==> src/sv/tmhq_pkg.sv <==
// ----------------------------------------------------------------------------
// tmhq_pkg
// Shared types, codes and the ordering function of the triage min-heap queue.
// ----------------------------------------------------------------------------
`default_nettype none

package tmhq_pkg;

    // Node and level fields are sized for the largest supported capacity (4096)
    localparam int NODE_MAX_W = 14;
    localparam int LVL_MAX_W  = 4;
    localparam int OCC_W      = 7;

    // Operation codes
    localparam logic FUNC_INSERT  = 1'b0;
    localparam logic FUNC_EXTRACT = 1'b1;

    // Status codes
    localparam logic [1:0] STATUS_OK    = 2'd0;
    localparam logic [1:0] STATUS_EMPTY = 2'd1;
    localparam logic [1:0] STATUS_FULL  = 2'd2;

    // One stored heap entry
    typedef struct packed {
        logic [15:0] arrival;
        logic [7:0]  prio;
        logic [15:0] id;
    } t_entry;

    // Input item
    typedef struct packed {
        logic        func;
        logic [15:0] arrival;
        logic [7:0]  priority_req;
        logic [15:0] patient_id;
    } t_in;

    // Result item
    typedef struct packed {
        logic [1:0]       status;
        logic [15:0]      out_arrival;
        logic [7:0]       out_priority;
        logic [15:0]      out_id;
        logic [OCC_W-1:0] occupancy;
    } t_out;

    // Read request to the level cells (root reads level 0 alongside)
    typedef struct packed {
        logic                  en;
        logic                  root;
        logic [LVL_MAX_W-1:0]  lvl;
        logic [NODE_MAX_W-1:0] node;
    } t_rd_port;

    // Write request to one level cell
    typedef struct packed {
        logic                  en;
        logic [LVL_MAX_W-1:0]  lvl;
        logic [NODE_MAX_W-1:0] node;
        t_entry                data;
    } t_wr_port;

    // Entry a goes before entry b: lower priority, then earlier arrival
    function automatic logic better(input t_entry a, input t_entry b);
        return (a.prio < b.prio) || ((a.prio == b.prio) && (a.arrival < b.arrival));
    endfunction

endpackage

`default_nettype wire

==> src/sv/tmhq_level.sv <==
// ----------------------------------------------------------------------------
// tmhq_level
// One heap level: holds all nodes of that level as sibling pairs, one row per
// parent, with a registered read of a whole row.
// ----------------------------------------------------------------------------
`default_nettype none

module tmhq_level #(
    parameter int LEVEL    = 0,
    parameter int CAPACITY = 64
) (
    input  logic                i_clk,
    input  tmhq_pkg::t_rd_port  i_rd,
    input  tmhq_pkg::t_wr_port  i_wr0,
    input  tmhq_pkg::t_wr_port  i_wr1,
    output tmhq_pkg::t_entry    o_left,
    output tmhq_pkg::t_entry    o_right,
    output tmhq_pkg::t_entry    o_pick
);

    // Nodes of this level run from FIRST to LAST (1-based heap numbering)
    localparam int FIRST     = 2 ** LEVEL;
    localparam int LAST_FULL = 2 ** (LEVEL + 1) - 1;
    localparam int LAST      = (CAPACITY < LAST_FULL) ? CAPACITY : LAST_FULL;
    localparam int ROWS      = ((LAST - FIRST) >> 1) + 1;
    localparam int ROW_W     = (ROWS > 1) ? $clog2(ROWS) : 1;

    localparam logic [tmhq_pkg::LVL_MAX_W-1:0] MY_LVL = tmhq_pkg::LVL_MAX_W'(LEVEL);

    tmhq_pkg::t_entry   r_mem_a [ROWS];
    tmhq_pkg::t_entry   r_mem_b [ROWS];
    tmhq_pkg::t_entry   r_left;
    tmhq_pkg::t_entry   r_right;
    logic               r_side;

    tmhq_pkg::t_wr_port wr;
    logic               wr_hit;
    logic               rd_hit;
    logic [ROW_W-1:0]   rd_row;
    logic [ROW_W-1:0]   wr_row;
    logic               rd_side;
    logic               wr_side;

    // Pick the write port aimed at this level
    assign wr     = (i_wr0.en && (i_wr0.lvl == MY_LVL)) ? i_wr0 : i_wr1;
    assign wr_hit = wr.en && (wr.lvl == MY_LVL);
    assign rd_hit = (i_rd.en && (i_rd.lvl == MY_LVL)) || ((LEVEL == 0) && i_rd.root);

    // Row is the parent's place in the level above, side is the low node bit
    generate
        if (ROWS > 1) begin : g_rows
            assign rd_row = i_rd.node[ROW_W:1];
            assign wr_row = wr.node[ROW_W:1];
        end else begin : g_one_row
            assign rd_row = '0;
            assign wr_row = '0;
        end
        if (LEVEL == 0) begin : g_root
            assign rd_side = 1'b0;
            assign wr_side = 1'b0;
        end else begin : g_pairs
            assign rd_side = i_rd.node[0];
            assign wr_side = wr.node[0];
        end
    endgenerate

    // Write one side of a row
    always_ff @(posedge i_clk) begin
        if (wr_hit && !wr_side) begin
            r_mem_a[wr_row] <= wr.data;
        end
        if (wr_hit && wr_side) begin
            r_mem_b[wr_row] <= wr.data;
        end
    end

    // Read a whole row and remember which side was addressed
    always_ff @(posedge i_clk) begin
        if (rd_hit) begin
            r_left  <= r_mem_a[rd_row];
            r_right <= r_mem_b[rd_row];
            r_side  <= rd_side;
        end
    end

    assign o_left  = r_left;
    assign o_right = r_right;
    assign o_pick  = r_side ? r_right : r_left;

endmodule

`default_nettype wire

==> src/sv/tmhq_ctrl.sv <==
// ----------------------------------------------------------------------------
// tmhq_ctrl
// Sift sequencer: walks one level per cycle up or down the row of level
// cells, carrying the moving entry in a register, and issues the result.
// ----------------------------------------------------------------------------
`default_nettype none

module tmhq_ctrl #(
    parameter int CAPACITY = 64
) (
    input  logic                 i_clk,
    input  logic                 i_rst_n,
    input  logic                 i_start,
    input  tmhq_pkg::t_in        i_item,
    input  tmhq_pkg::t_entry     i_pick  [$clog2(CAPACITY + 1)],
    input  tmhq_pkg::t_entry     i_left  [$clog2(CAPACITY + 1)],
    input  tmhq_pkg::t_entry     i_right [$clog2(CAPACITY + 1)],
    output tmhq_pkg::t_rd_port   o_rd,
    output tmhq_pkg::t_wr_port   o_wr0,
    output tmhq_pkg::t_wr_port   o_wr1,
    output logic                 o_busy,
    output logic                 o_strobe,
    output tmhq_pkg::t_out       o_result
);

    localparam int LVLS   = $clog2(CAPACITY + 1);
    localparam int CNT_W  = $clog2(CAPACITY + 1);
    localparam int NODE_W = CNT_W + 1;
    localparam int LW     = tmhq_pkg::LVL_MAX_W;
    localparam int NW     = tmhq_pkg::NODE_MAX_W;

    localparam logic [1:0] S_IDLE = 2'd0;
    localparam logic [1:0] S_EXT  = 2'd1;
    localparam logic [1:0] S_DOWN = 2'd2;
    localparam logic [1:0] S_UP   = 2'd3;

    localparam logic [NODE_W-1:0] ROOT_NODE = NODE_W'(1);
    localparam logic [LW-1:0]     LVL_ONE   = LW'(1);
    localparam logic [LW-1:0]     LVL_TWO   = LW'(2);

    // Level of a node: position of its leading one
    function automatic logic [LW-1:0] lvl_of(input logic [NODE_W-1:0] node);
        logic [LW-1:0] l;
        l = '0;
        for (int b = 0; b < NODE_W; b++) begin
            if (node[b]) begin
                l = LW'(b);
            end
        end
        return l;
    endfunction

    logic [1:0]         r_state,  n_state;
    logic [CNT_W-1:0]   r_count,  n_count;
    logic [NODE_W-1:0]  r_node,   n_node;
    logic [LW-1:0]      r_lvl,    n_lvl;
    logic [LW-1:0]      r_rd_lvl, n_rd_lvl;
    tmhq_pkg::t_entry   r_cur,    n_cur;
    tmhq_pkg::t_entry   r_res,    n_res;
    logic               r_strobe, n_strobe;
    tmhq_pkg::t_out     r_out,    n_out;

    tmhq_pkg::t_entry   rd_pick;
    tmhq_pkg::t_entry   rd_left;
    tmhq_pkg::t_entry   rd_right;
    tmhq_pkg::t_entry   new_entry;
    tmhq_pkg::t_entry   out_e;
    tmhq_pkg::t_entry   best_e;
    logic [1:0]         fin_status;
    logic               fin;
    logic               go_l;
    logic               go_r;
    logic [NODE_W-1:0]  node_ins;
    logic [NODE_W-1:0]  node_last;
    logic [NODE_W-1:0]  kid_l;
    logic [NODE_W-1:0]  kid_r;
    logic [NODE_W-1:0]  cnode;
    logic [NODE_W-1:0]  cnode_kid;
    logic [NODE_W-1:0]  pnode;
    logic [NODE_W-1:0]  count_ext;
    logic [LW-1:0]      lvl_ins;
    logic [LW-1:0]      lvl_last;

    // Select the row read back from the level addressed last cycle
    always_comb begin
        rd_pick  = '0;
        rd_left  = '0;
        rd_right = '0;
        for (int k = 0; k < LVLS; k++) begin
            if (r_rd_lvl == LW'(k)) begin
                rd_pick  = i_pick[k];
                rd_left  = i_left[k];
                rd_right = i_right[k];
            end
        end
    end

    // Node arithmetic for the current step
    assign count_ext = NODE_W'(r_count);
    assign node_ins  = count_ext + ROOT_NODE;
    assign node_last = count_ext;
    assign lvl_ins   = lvl_of(node_ins);
    assign lvl_last  = lvl_of(node_last);
    assign kid_l     = {r_node[NODE_W-2:0], 1'b0};
    assign kid_r     = {r_node[NODE_W-2:0], 1'b1};
    assign pnode     = r_node >> 1;

    assign new_entry.arrival = i_item.arrival;
    assign new_entry.prio    = i_item.priority_req;
    assign new_entry.id      = i_item.patient_id;

    // Compare the moving entry with its children
    always_comb begin
        go_l   = tmhq_pkg::better(rd_left, r_cur);
        best_e = go_l ? rd_left : r_cur;
        go_r   = (kid_r <= count_ext) && tmhq_pkg::better(rd_right, best_e);
        cnode  = go_r ? kid_r : kid_l;
    end
    assign cnode_kid = {cnode[NODE_W-2:0], 1'b0};

    // Sequencer
    always_comb begin
        n_state    = r_state;
        n_count    = r_count;
        n_node     = r_node;
        n_lvl      = r_lvl;
        n_rd_lvl   = r_rd_lvl;
        n_cur      = r_cur;
        n_res      = r_res;
        o_rd       = '0;
        o_wr0      = '0;
        o_wr1      = '0;
        fin        = 1'b0;
        fin_status = tmhq_pkg::STATUS_OK;
        out_e      = '0;

        case (r_state)
            S_IDLE: begin
                if (i_start) begin
                    n_cur = new_entry;
                    if (i_item.func == tmhq_pkg::FUNC_INSERT) begin
                        if (r_count >= CNT_W'(CAPACITY)) begin
                            // Drop the item and report full
                            fin        = 1'b1;
                            fin_status = tmhq_pkg::STATUS_FULL;
                        end else begin
                            n_count = r_count + CNT_W'(1);
                            n_node  = node_ins;
                            n_lvl   = lvl_ins;
                            if (node_ins == ROOT_NODE) begin
                                o_wr0.en   = 1'b1;
                                o_wr0.lvl  = '0;
                                o_wr0.node = NW'(ROOT_NODE);
                                o_wr0.data = new_entry;
                                fin        = 1'b1;
                            end else begin
                                // Fetch the parent for the first sift-up step
                                o_rd.en   = 1'b1;
                                o_rd.lvl  = lvl_ins - LVL_ONE;
                                o_rd.node = NW'(node_ins >> 1);
                                n_rd_lvl  = lvl_ins - LVL_ONE;
                                n_state   = S_UP;
                            end
                        end
                    end else begin
                        if (r_count == '0) begin
                            fin        = 1'b1;
                            fin_status = tmhq_pkg::STATUS_EMPTY;
                        end else begin
                            // Fetch root and last entry together
                            o_rd.en   = 1'b1;
                            o_rd.root = 1'b1;
                            o_rd.lvl  = lvl_last;
                            o_rd.node = NW'(node_last);
                            n_rd_lvl  = lvl_last;
                            n_count   = r_count - CNT_W'(1);
                            n_state   = S_EXT;
                        end
                    end
                end
            end

            S_EXT: begin
                // Hold the root for the result, move the last entry to the top
                n_res  = i_pick[0];
                out_e  = i_pick[0];
                n_cur  = rd_pick;
                n_node = ROOT_NODE;
                n_lvl  = '0;
                if (r_count == '0) begin
                    fin = 1'b1;
                end else if (r_count == CNT_W'(1)) begin
                    o_wr0.en   = 1'b1;
                    o_wr0.lvl  = '0;
                    o_wr0.node = NW'(ROOT_NODE);
                    o_wr0.data = rd_pick;
                    fin        = 1'b1;
                end else begin
                    o_rd.en   = 1'b1;
                    o_rd.lvl  = LVL_ONE;
                    o_rd.node = NW'(NODE_W'(2));
                    n_rd_lvl  = LVL_ONE;
                    n_state   = S_DOWN;
                end
            end

            S_DOWN: begin
                out_e = r_res;
                if (!go_l && !go_r) begin
                    // Settle the moving entry here
                    o_wr0.en   = 1'b1;
                    o_wr0.lvl  = r_lvl;
                    o_wr0.node = NW'(r_node);
                    o_wr0.data = r_cur;
                    fin        = 1'b1;
                end else begin
                    // Lift the better child and descend
                    o_wr0.en   = 1'b1;
                    o_wr0.lvl  = r_lvl;
                    o_wr0.node = NW'(r_node);
                    o_wr0.data = go_r ? rd_right : rd_left;
                    n_node     = cnode;
                    n_lvl      = r_lvl + LVL_ONE;
                    if (cnode_kid <= count_ext) begin
                        o_rd.en   = 1'b1;
                        o_rd.lvl  = r_lvl + LVL_TWO;
                        o_rd.node = NW'(cnode_kid);
                        n_rd_lvl  = r_lvl + LVL_TWO;
                    end else begin
                        o_wr1.en   = 1'b1;
                        o_wr1.lvl  = r_lvl + LVL_ONE;
                        o_wr1.node = NW'(cnode);
                        o_wr1.data = r_cur;
                        fin        = 1'b1;
                    end
                end
            end

            S_UP: begin
                if (tmhq_pkg::better(r_cur, rd_pick)) begin
                    // Drop the parent one level and climb
                    o_wr0.en   = 1'b1;
                    o_wr0.lvl  = r_lvl;
                    o_wr0.node = NW'(r_node);
                    o_wr0.data = rd_pick;
                    n_node     = pnode;
                    n_lvl      = r_lvl - LVL_ONE;
                    if (pnode == ROOT_NODE) begin
                        o_wr1.en   = 1'b1;
                        o_wr1.lvl  = '0;
                        o_wr1.node = NW'(ROOT_NODE);
                        o_wr1.data = r_cur;
                        fin        = 1'b1;
                    end else begin
                        o_rd.en   = 1'b1;
                        o_rd.lvl  = r_lvl - LVL_TWO;
                        o_rd.node = NW'(pnode >> 1);
                        n_rd_lvl  = r_lvl - LVL_TWO;
                    end
                end else begin
                    o_wr0.en   = 1'b1;
                    o_wr0.lvl  = r_lvl;
                    o_wr0.node = NW'(r_node);
                    o_wr0.data = r_cur;
                    fin        = 1'b1;
                end
            end

            default: begin
                n_state = S_IDLE;
            end
        endcase

        // Build the result item
        n_strobe           = fin;
        n_out.status       = fin_status;
        n_out.out_arrival  = out_e.arrival;
        n_out.out_priority = out_e.prio;
        n_out.out_id       = out_e.id;
        n_out.occupancy    = tmhq_pkg::OCC_W'(n_count);
        if (fin) begin
            n_state = S_IDLE;
        end
    end

    // Control state
    always_ff @(posedge i_clk) begin
        if (!i_rst_n) begin
            r_state  <= S_IDLE;
            r_count  <= '0;
            r_strobe <= 1'b0;
        end else begin
            r_state  <= n_state;
            r_count  <= n_count;
            r_strobe <= n_strobe;
        end
    end

    // Datapath registers
    always_ff @(posedge i_clk) begin
        r_node   <= n_node;
        r_lvl    <= n_lvl;
        r_rd_lvl <= n_rd_lvl;
        r_cur    <= n_cur;
        r_res    <= n_res;
        if (n_strobe) begin
            r_out <= n_out;
        end
    end

    assign o_busy   = (r_state != S_IDLE);
    assign o_strobe = r_strobe;
    assign o_result = r_out;

endmodule

`default_nettype wire

==> src/sv/triage_min_heap_queue.sv <==
// ----------------------------------------------------------------------------
// triage_min_heap_queue
// Bounded min-priority queue kept as a binary min-heap, one cell per level.
// ----------------------------------------------------------------------------
// An item is taken when start is high and busy is low; busy stays high while
// the heap is being repaired, and each item gives exactly one result, shown
// on o_result for a single cycle with o_strobe high. The receiver cannot
// stall, so it must take the result in that cycle. The heap is split into
// one storage cell per tree level, and the sequencer moves one level per
// cycle. An item that needs no sift (extract from an empty queue, insert
// into a full or an empty queue) is finished as it is taken and busy never
// rises. Any other insert fetches the parent, then compares with one parent
// per level; any other extract fetches the root and the last entry, moves
// the last entry to the top, then compares with one pair of children per
// level. The result is shown in the cycle after the one in which the
// sequencer finishes, the same cycle in which busy is low again, so the
// next item can be taken while the result is on the ports. Extracting from
// an empty queue reports empty; inserting into a full queue drops the item
// and reports full. No clearing pass is needed after reset.
// ----------------------------------------------------------------------------
`default_nettype none

module triage_min_heap_queue #(
    parameter int CAPACITY = 64
) (
    input  logic            i_clk,
    input  logic            i_rst_n,
    input  logic            start,
    output logic            busy,
    input  tmhq_pkg::t_in   i_item,
    output logic            o_strobe,
    output tmhq_pkg::t_out  o_result
);

    localparam int LVLS = $clog2(CAPACITY + 1);

    tmhq_pkg::t_rd_port rd;
    tmhq_pkg::t_wr_port wr0;
    tmhq_pkg::t_wr_port wr1;
    tmhq_pkg::t_entry   pick  [LVLS];
    tmhq_pkg::t_entry   left  [LVLS];
    tmhq_pkg::t_entry   right [LVLS];

    // Sift sequencer
    tmhq_ctrl #(
        .CAPACITY (CAPACITY)
    ) u_ctrl (
        .i_clk    (i_clk),
        .i_rst_n  (i_rst_n),
        .i_start  (start),
        .i_item   (i_item),
        .i_pick   (pick),
        .i_left   (left),
        .i_right  (right),
        .o_rd     (rd),
        .o_wr0    (wr0),
        .o_wr1    (wr1),
        .o_busy   (busy),
        .o_strobe (o_strobe),
        .o_result (o_result)
    );

    // One storage cell per heap level
    generate
        for (genvar k = 0; k < LVLS; k++) begin : g_level
            tmhq_level #(
                .LEVEL    (k),
                .CAPACITY (CAPACITY)
            ) u_level (
                .i_clk   (i_clk),
                .i_rd    (rd),
                .i_wr0   (wr0),
                .i_wr1   (wr1),
                .o_left  (left[k]),
                .o_right (right[k]),
                .o_pick  (pick[k])
            );
        end
    endgenerate

endmodule

`default_nettype wire

==> config.mk <==
export PLATFORM = sky130hd
export DESIGN_NAME = triage_min_heap_queue
export DESIGN_NICKNAME = d
export VERILOG_FILES = /design/src/sv/tmhq_pkg.sv /design/src/sv/tmhq_level.sv /design/src/sv/tmhq_ctrl.sv /design/src/sv/triage_min_heap_queue.sv
export SDC_FILE = /design/constraint.sdc
export NUM_CORES = 2
export LEC_CHECK = 0
export ABC_CLOCK_PERIOD_IN_PS = 14850
export BUFFER_PORTS_ARGS = -buffer_cell sky130_fd_sc_hd__buf_2
export CORE_MARGIN = 2
export CORE_UTILIZATION = 57
export DETAILED_ROUTE_END_ITERATION = 10
export GPL_ROUTABILITY_DRIVEN = 1
export GPL_TIMING_DRIVEN = 1
export PLACE_DENSITY = 0.76
export SLEW_MARGIN = 15
export SYNTH_ARGS = -nofsm -noshare
export SYNTH_HDL_FRONTEND = slang
export SYNTH_SLANG_ARGS = --single-unit
==> constraint.sdc <==
create_clock -name i_clk -period 14.85 [get_ports i_clk]
set_clock_uncertainty 0.15 [all_clocks]
set_input_delay 0.7425 -clock i_clk [delete_from_list [all_inputs] [get_ports i_clk]]
set_output_delay 0.7425 -clock i_clk [all_outputs]
set_load 0.02 [all_outputs]
* Yosys cells after proc, flatten, opt, wreduce, memory -nomap -nowiden
Memory sizes are Yosys's and may differ from the RTL's. A register that Yosys moved wholly into a read port is not among the register bits. Cells that the tools add are included.
Word-level totals: bits of input ports 44, output and inout bits 51, RAM bits 2600, register bits 201, word-level logic and storage cells 334, memories 13, ROM bits 0, bits in latches 0
Memory list:
- g_level[5].u_level.r_mem_a | words 16, width 40, rd ports 1, clocked after Yosys merged registers in 1, write ports 1, line tmhq_level.sv:30 | tmhq_pkg::t_entry r_mem_a [ROWS];
- g_level[5].u_level.r_mem_b | words 16, width 40, rd ports 1, clocked after Yosys merged registers in 1, write ports 1, line tmhq_level.sv:31 | tmhq_pkg::t_entry r_mem_b [ROWS];
- g_level[4].u_level.r_mem_a | words 8, width 40, rd ports 1, clocked after Yosys merged registers in 1, write ports 1, line tmhq_level.sv:30
- g_level[4].u_level.r_mem_b | words 8, width 40, rd ports 1, clocked after Yosys merged registers in 1, write ports 1, line tmhq_level.sv:31
- g_level[3].u_level.r_mem_a | words 4, width 40, rd ports 1, clocked after Yosys merged registers in 1, write ports 1, line tmhq_level.sv:30
- g_level[3].u_level.r_mem_b | words 4, width 40, rd ports 1, clocked after Yosys merged registers in 1, write ports 1, line tmhq_level.sv:31
- +7 memories
Cells by class: $add $sub $neg 8, reductions and logical operators 64, multipliers 0, equal/unequal tests 45, shift-type cells 0, $lt $le $gt $ge 9, divide/modulo/power cells 0, bitwise operators 1, muxes and demuxes 168
Operator list (number):
- 40-bit two-way mux | 31
- 59-bit two-way mux | 17
- 59-bit one-hot mux with 4 select lines | 1
- 40-bit one-hot mux with 2 select lines | 2
- 18-bit two-way mux | 8
- 59-bit one-hot mux with 2 select lines | 1
- 18-bit one-hot mux with 4 select lines | 1
- 4-bit two-way mux | 16
- 1-bit two-way mux | 52
- 4-bit by 3-bit equality test with 1-bit output, second input constant | 12
- 16-bit < comparator | 3
- 20-bit two-way mux | 2
- 8-bit two-way mux | 5
- 1-bit logical AND | 38
- 7-bit two-way mux | 5
- 4-bit by 2-bit equality test with 1-bit output, second input constant | 8
- 4-bit one-hot mux with 4 select lines | 2
- 8-bit one-hot mux with 4 select lines | 1
- 2-bit two-way mux | 13
- 8-bit equality test | 3
- 8-bit < comparator | 3
- 3-bit two-way mux | 7
- 4-bit by 1-bit equality test with 1-bit output, second input constant | 4
- 8-bit by 7-bit less-or-equal comparator with 1-bit output | 2
- other kinds (31) | 58

* Logic depth before layout (Yosys ltp)
word-level depth 28, gate-level depth with buffers 46, depth with buffers taken out 34

* Cells and area by module
Synthesis repeated with hierarchy kept, for this count alone.
Unflattened totals: cell total of the unflattened synthesis 6971, area total of the unflattened synthesis 136892.5 sq um
By module, submodules not included:
- tmhq_level (g_level[5].u_level) | cells an instance 2199, seq. area each 40869.2 sq um, area an instance 51574.5 sq um, times used 1
- tmhq_level (g_level[4].u_level) | cells an instance 1167, seq. area each 21650.8 sq um, area an instance 27850.5 sq um, times used 1
- tmhq_ctrl | cells an instance 1813, seq. area each 4554.4 sq um, area an instance 16945.0 sq um, times used 1
- tmhq_level (g_level[3].u_level) | cells an instance 623, seq. area each 12041.5 sq um, area an instance 15209.6 sq um, times used 1
- tmhq_level (g_level[2].u_level) | cells an instance 439, seq. area each 7236.9 sq um, area an instance 9467.8 sq um, times used 1
- tmhq_level (g_level[6].u_level) | cells an instance 258, seq. area each 4834.6 sq um, area an instance 6082.1 sq um, times used 1
- tmhq_level (g_level[1].u_level) | cells an instance 260, seq. area each 4834.6 sq um, area an instance 6068.3 sq um, times used 1
- tmhq_level (g_level[0].u_level) | cells an instance 212, seq. area each 2402.3 sq um, area an instance 3694.8 sq um, times used 1

* Worst setup path before layout
No wires, ideal clock.
path type reg-to-reg, start register u_ctrl.r_rd_lvl[1], end register, netlist name g_level[1].u_level.o_left[0], arrival time 13.357 ns, stages on the path, launching flop included 39, data required time 14.062 ns, setup time 0.638 ns, path slack 0.706 ns, path through edfxtp_1 buf_2 buf_1 buf_2 clkbuf_1 mux4_2 nand2_1 nand3_1 ha_1 o21a_1 o21a_1 o221ai_2 a21o_1 buf_4 buf_4 buf_2 mux2i_1 ha_1 [... 3 more ...] nand2_1 a311oi_1 o221ai_1 buf_4 nand2_1 inv_1 buf_2 ha_1 a21oi_1 o221ai_1 a21oi_1 o21bai_1 nor2_1 o21a_1 nand2b_1 a21oi_1 o21ai_0 nor3b_1
Between the ends: longest elaborated chain between the ends 23, elaborated cells on any way between the ends 59, those cells by class 7 x order compare; 10 x eq/ne; 30 x mux; 12 x reduce/logical
Ends and longest elaborated chain:
- start, declared | line tmhq_ctrl.sv:57 | logic [LW-1:0] r_rd_lvl, n_rd_lvl;
- start signal, assigned | line tmhq_ctrl.sv:303 | r_rd_lvl <= n_rd_lvl;
- 4-bit logical NOT | line tmhq_ctrl.sv:90 | if (r_rd_lvl == LW'(k)) begin
- 40-bit two-way mux (7 in a row) | line tmhq_ctrl.sv:90
- 16-bit < comparator or 8-bit equality test (tied branches) | line tmhq_pkg.sv:65 | return (a.prio < b.prio) || ((a.prio == b.prio) && (a.arrival < b.arrival));
- 1-bit logical AND | line tmhq_pkg.sv:65
- 1-bit logical OR | line tmhq_pkg.sv:65
- 40-bit two-way mux | line tmhq_ctrl.sv:115 | best_e = go_l ? rd_left : r_cur;
- 16-bit < comparator or 8-bit equality test (tied branches) | line tmhq_pkg.sv:65
- 1-bit logical AND | line tmhq_pkg.sv:65
- [... 2 more ...]
- 1-bit two-way mux | line tmhq_ctrl.sv:117 | cnode = go_r ? kid_r : kid_l;
- 8-bit by 7-bit less-or-equal comparator with 1-bit output | line tmhq_ctrl.sv:224 | if (cnode_kid <= count_ext) begin
- 18-bit two-way mux | line tmhq_ctrl.sv:224
- 18-bit two-way mux | line tmhq_ctrl.sv:209 | if (!go_l && !go_r) begin
- 18-bit one-hot mux with 4 select lines | line tmhq_ctrl.sv:137 | case (r_state)
- 4-bit by 1-bit equality test with 1-bit output | line tmhq_level.sv:47 | assign rd_hit = (i_rd.en && (i_rd.lvl == MY_LVL)) || ((LEVEL == 0) && i_rd.root);
- 1-bit logical AND * | line tmhq_level.sv:47
- named net g_level[1].u_level.rd_hit | line tmhq_level.sv:38 | logic rd_hit;
The timed path passes the listed nets; every way through them passes the cells marked *. A chain may end at the register's enable or synchronous reset.

* Final worst setup path
start register u_ctrl.r_rd_lvl[0], end register, netlist name g_level[5].u_level.o_left[4]
Between the ends: longest elaborated chain between the ends 23, elaborated cells on any way between the ends 59, those cells by class 7 x order compare; 10 x eq/ne; 30 x mux; 12 x reduce/logical
Ends and longest elaborated chain:
- 4-bit logical NOT | line tmhq_ctrl.sv:90
- 40-bit two-way mux (7 in a row) | line tmhq_ctrl.sv:90
- 16-bit < comparator or 8-bit equality test (tied branches) | line tmhq_pkg.sv:65
- 1-bit logical AND | line tmhq_pkg.sv:65
- 1-bit logical OR | line tmhq_pkg.sv:65
- 40-bit two-way mux | line tmhq_ctrl.sv:115
- 16-bit < comparator or 8-bit equality test (tied branches) | line tmhq_pkg.sv:65
- 1-bit logical AND | line tmhq_pkg.sv:65
- 1-bit logical OR | line tmhq_pkg.sv:65
- 1-bit logical AND | line tmhq_ctrl.sv:116 | go_r = (kid_r <= count_ext) && tmhq_pkg::better(rd_right, best_e);
- 1-bit two-way mux | line tmhq_ctrl.sv:117
- 8-bit by 7-bit less-or-equal comparator with 1-bit output | line tmhq_ctrl.sv:224
- 18-bit two-way mux | line tmhq_ctrl.sv:224
- 18-bit two-way mux | line tmhq_ctrl.sv:209
- 18-bit one-hot mux with 4 select lines | line tmhq_ctrl.sv:137
- 4-bit by 3-bit equality test with 1-bit output | line tmhq_level.sv:47
- 1-bit logical AND | line tmhq_level.sv:47
Several ways; a longest one is shown, not always the timed one.

==> metrics.md <==
| Metric | Value |
|---|---|
| Max-slew violation count | `0` |
| Cell Area, Synth | `approximately 0.14 mm2` |
| Crit path launch type | `flop` |
| Post-CTS resize count | `0` |
| Root Buffer | `clkbuf_16` |
| Initial drt markers | `14400` |
| Nets@finish | `9570` |
| Vias/cell | `6.85` |
| Synthesis Warnings | `0` |
| Max Fclk | `0.0794 GHz` |
| Synth top cells by count | `3271 x edfxtp_1, 1492 x nand2_1, 1034 x mux2i_1` |
| HP Class | `in2reg` |
| Postcts setup bufs | `0` |
| Total gr overflow | `0` |
| Flop-to-flop setup slack | `2250 ps` |
| Min-Delay Endpoint | `u_ctrl.r_cur[33]$_DFFE_PP_` |
| Complex-gate fraction of the synthesized area | `7.28%` |
| Power per cell area | `180 mW/mm2` |
| GRT Total Usage | `36.3%` |
| CTS buffer count | `342` |
| Core Area | `0.237 mm2` |
| Initial Utilization | `57.2%` |
| Via Count | `88000` |
| Reg2reg start | `u_ctrl.r_rd_lvl[0]$_DFFE_PP_` |
| Worst VDD drop | `157 uV` |
| Crit path max fanout | `121` |
| Most numerous cell in the Yosys netlist | `edfxtp_1` |
| Total Die Area | `0.242 mm2` |
| Synth async-reset ratio | `0%` |
| DRT Pass-1 Iters | `11` |
| Reg2reg path depth | `37` |
| I/O pin cnt | `between 90 and 100` |
| Pleak | `51.1 nW` |
| Most used DFF post-synth | `edfxtp_1` |
| Syn Nets | `9409` |
| Crit Path Class | `reg2reg` |
| CTS tree | `built` |
| Post-Synth Adder-Cell Area | `0.876%` |
| Status | `finished with violations` |
| CP peak stage delay | `about 900 ps` |
| Vias in the first global route | `85200` |
| Die Y | `492 um` |
| Worst setup margin | `2250 ps` |
| EDFF count, synth | `3271` |
| Final setup violation count | `0` |
| Worst Path Required | `between 15000 and 20000 ps` |
| DP HPWL | `273000 um` |
| Final Cell Area | `0.152 mm2` |
| Min Tclk post-route | `12600 ps` |
| Xor-xnor portion of the synthesized cell area | `less than 1%` |
| Failing checks | `DRC` |
| Worst Hold Depth | `3` |
| Input/output buffers | `94` |
| Slew headroom | `8.08%` |
| Final period util | `84.8%` |
| Largest net degree at the start of global routing | `183` |
| Avg Inst Size Synth | `between 10 and 15 um2` |
| Die X | `492 um` |
| Hold path start | `i_item[33]` |
| Setup TNS Final | `0 ps` |
| DRC | `1` |
| Share of cells above drive strength 1 | `12.3%` |
| Clk_lat worst skew | `1030 ps` |
| H-tree depth | `5` |
| CTS Sinks | `3281` |
| Reg clk slew, reported paths | `60 ps` |
| Row count | `179` |
| Mux cell area share after synthesis | `8.70%` |
| Simple-gate portion of the synthesized area | `8.36%` |
| DP Worst Slack | `2560 ps` |
| Syn-to-layout area delta | `12.3%` |
| Synth top area share | `72.4%` |
| Final hold vios | `0` |
| Antenna violations before repair | `15` |
| Post-place instance area | `0.142 mm2` |
| Routed len/inst | `34.6 um` |
| Top cells by area, synth | `edfxtp_1 72%, mux2i_1 7.6%, nand2_1 4.1%` |
| Min Hold Slack | `19.7 ps` |
| CTS max path bufs | `4` |
| Post-synth cell types | `85` |
| Fillcell total | `16300` |
| Mapped Cells | `9270` |
| Number of max-cap violations | `0` |
| Cell taking the most area after synthesis | `edfxtp_1` |
| Reg-to-Reg End | `g_level[5].u_level.o_left[4]$_DFFE_PP_` |
| GPL Wtd Cong | `1.04` |
| Flops & latches, synth | `3281` |
| Slew @ Worst Pin | `between 1000 and 1500 ps` |
| Combinational family with the most area after synthesis | `multiplexers` |
| DRT antenna net count | `0` |
| First-pass GRT wire length | `between 600000 and 700000 um` |
| RSZ-0062 raised after global routing | `false` |
| Slowest CP cell | `buf_4` |
| CP endpoint kind | `flop` |
| Arrival time worst endpoint | `13190 ps` |
| Post-synthesis sequential area ratio | `72.6%` |
| Routed Wire Length | `445000 um` |
-- critical path: cells and delay by family (launching register included) --
kind | cells | cell delay (ps)
DFF | 1 | 630
and+or+nand+nor | 10 | 2430
buffers and inverters | 7 | 3570
muxes | 2 | 730
AOI/OAI and AO/OA | 15 | 3800
adders and majority gates | 3 | 740
-- cells in the final DEF (no fill, tap or decap), drive strengths merged, types with 27 or more instances in the layout --
cell,instances
edfxtp,3271
nand2,1495
mux2i,1034
buf,436
o22ai,421
clkbuf,418
o21ai,383
nand3,331
nor2,224
and3,168
a21oi,154
clkinv,136
a22oi,132
a31oi,100
ha,95
a32oi,89
or4,83
mux2,69
nor2b,69
inv,61
nor3,57
a222oi,42
nor4,37
mux4,30
bufinv,27
a221oi,27
-- through the flow --
stage                     util [%]  cells  total power [W]
after CTS                     64.2  12800           0.0271
after detailed placement      59.7  12200           0.0190
after global placement        59.6  12200           0.0189
final                         64.2  12900           0.0274
after floorplan                  -   9270           0.0159
after global routing          64.2  12900           0.0281
-- state kept, by name, indices dropped and copies added (netlist names), 2 cells and up --
signal,cells
u_ctrl.r_rd_lvl,4
g_level.u_level.r_side,6
u_ctrl.r_res,40
g_level.u_level.r_mem_a,1320
u_ctrl.r_node,8
u_ctrl.o_result,49
g_level.u_level.r_mem_b,1280
u_ctrl.r_lvl,4
u_ctrl.r_state,2
u_ctrl.r_cur,40
u_ctrl.r_count,7
g_level.u_level.o_right,240
g_level.u_level.o_left,280
-- power breakdown --
part	internal, W	switching (W)
Sequential	0.0112	0.000647
Clock	0.00475	0.00348
Combinational	0.00218	0.00518
Total	0.0181	0.00930
-- cells by family after synthesis --
family                   after synthesis
multiplexers                        1133
AO/OA/AOI/OAI                       1525
AND/OR/NAND/NOR                     2545
buffers and inverters                678
adder cells (fa/ha/maj)               95
XOR/XNOR                              13
flip-flops                          3281
-- what timing repair did --
item	CTS	global route
endpoints found under the setup margin	0	0
hold endpoints to repair	14	0
hold buffers	5	0
-- how the worst max path moves through the flow --
stage	start	end	slack [ps]
2_1_floorplan	u_ctrl.r_rd_lvl[1]$_DFFE_PP_	g_level[1].u_level.o_left[0]$_DFFE_PP_	710
3_3_place_gp	u_ctrl.r_rd_lvl[0]$_DFFE_PP_	g_level[5].u_level.o_left[20]$_DFFE_PP_	2850
3_5_place_dp	u_ctrl.r_rd_lvl[0]$_DFFE_PP_	g_level[5].u_level.o_left[4]$_DFFE_PP_	2560
4_1_cts	u_ctrl.r_rd_lvl[0]$_DFFE_PP_	g_level[5].u_level.o_left[4]$_DFFE_PP_	2580
5_1_grt	u_ctrl.r_rd_lvl[0]$_DFFE_PP_	g_level[5].u_level.o_left[4]$_DFFE_PP_	1840
6_report	u_ctrl.r_rd_lvl[0]$_DFFE_PP_	g_level[5].u_level.o_left[4]$_DFFE_PP_	2250
-- layout make-up --
type / count / area [um2] / area share, %
Inverter: 54 / 203 / 0.133
Clock buffer: 418 / 8970 / 5.89
Tap cell: 3167 / 3960 / 2.60
Sequential cell: 3281 / 98400 / 64.6
Clock inverter: 178 / 1600 / 1.05
Timing Repair Buffer: 441 / 3620 / 2.38
Antenna cell: 8 / 20.0 / 0.0131
Multi-Input combinational cell: 5311 / 35500 / 23.3
-- layer usage --
metal  vias up  global-route usage, %  routed length [um]
met5         -                      0                 287
met4         8                   23.8               35000
met3      1584                   10.2               59000
met2      6714                   54.8              199000
met1     43600                   46.1              152000
li1      36200                      -                   -
Note: power is estimated with default switching activity, not from simulation.
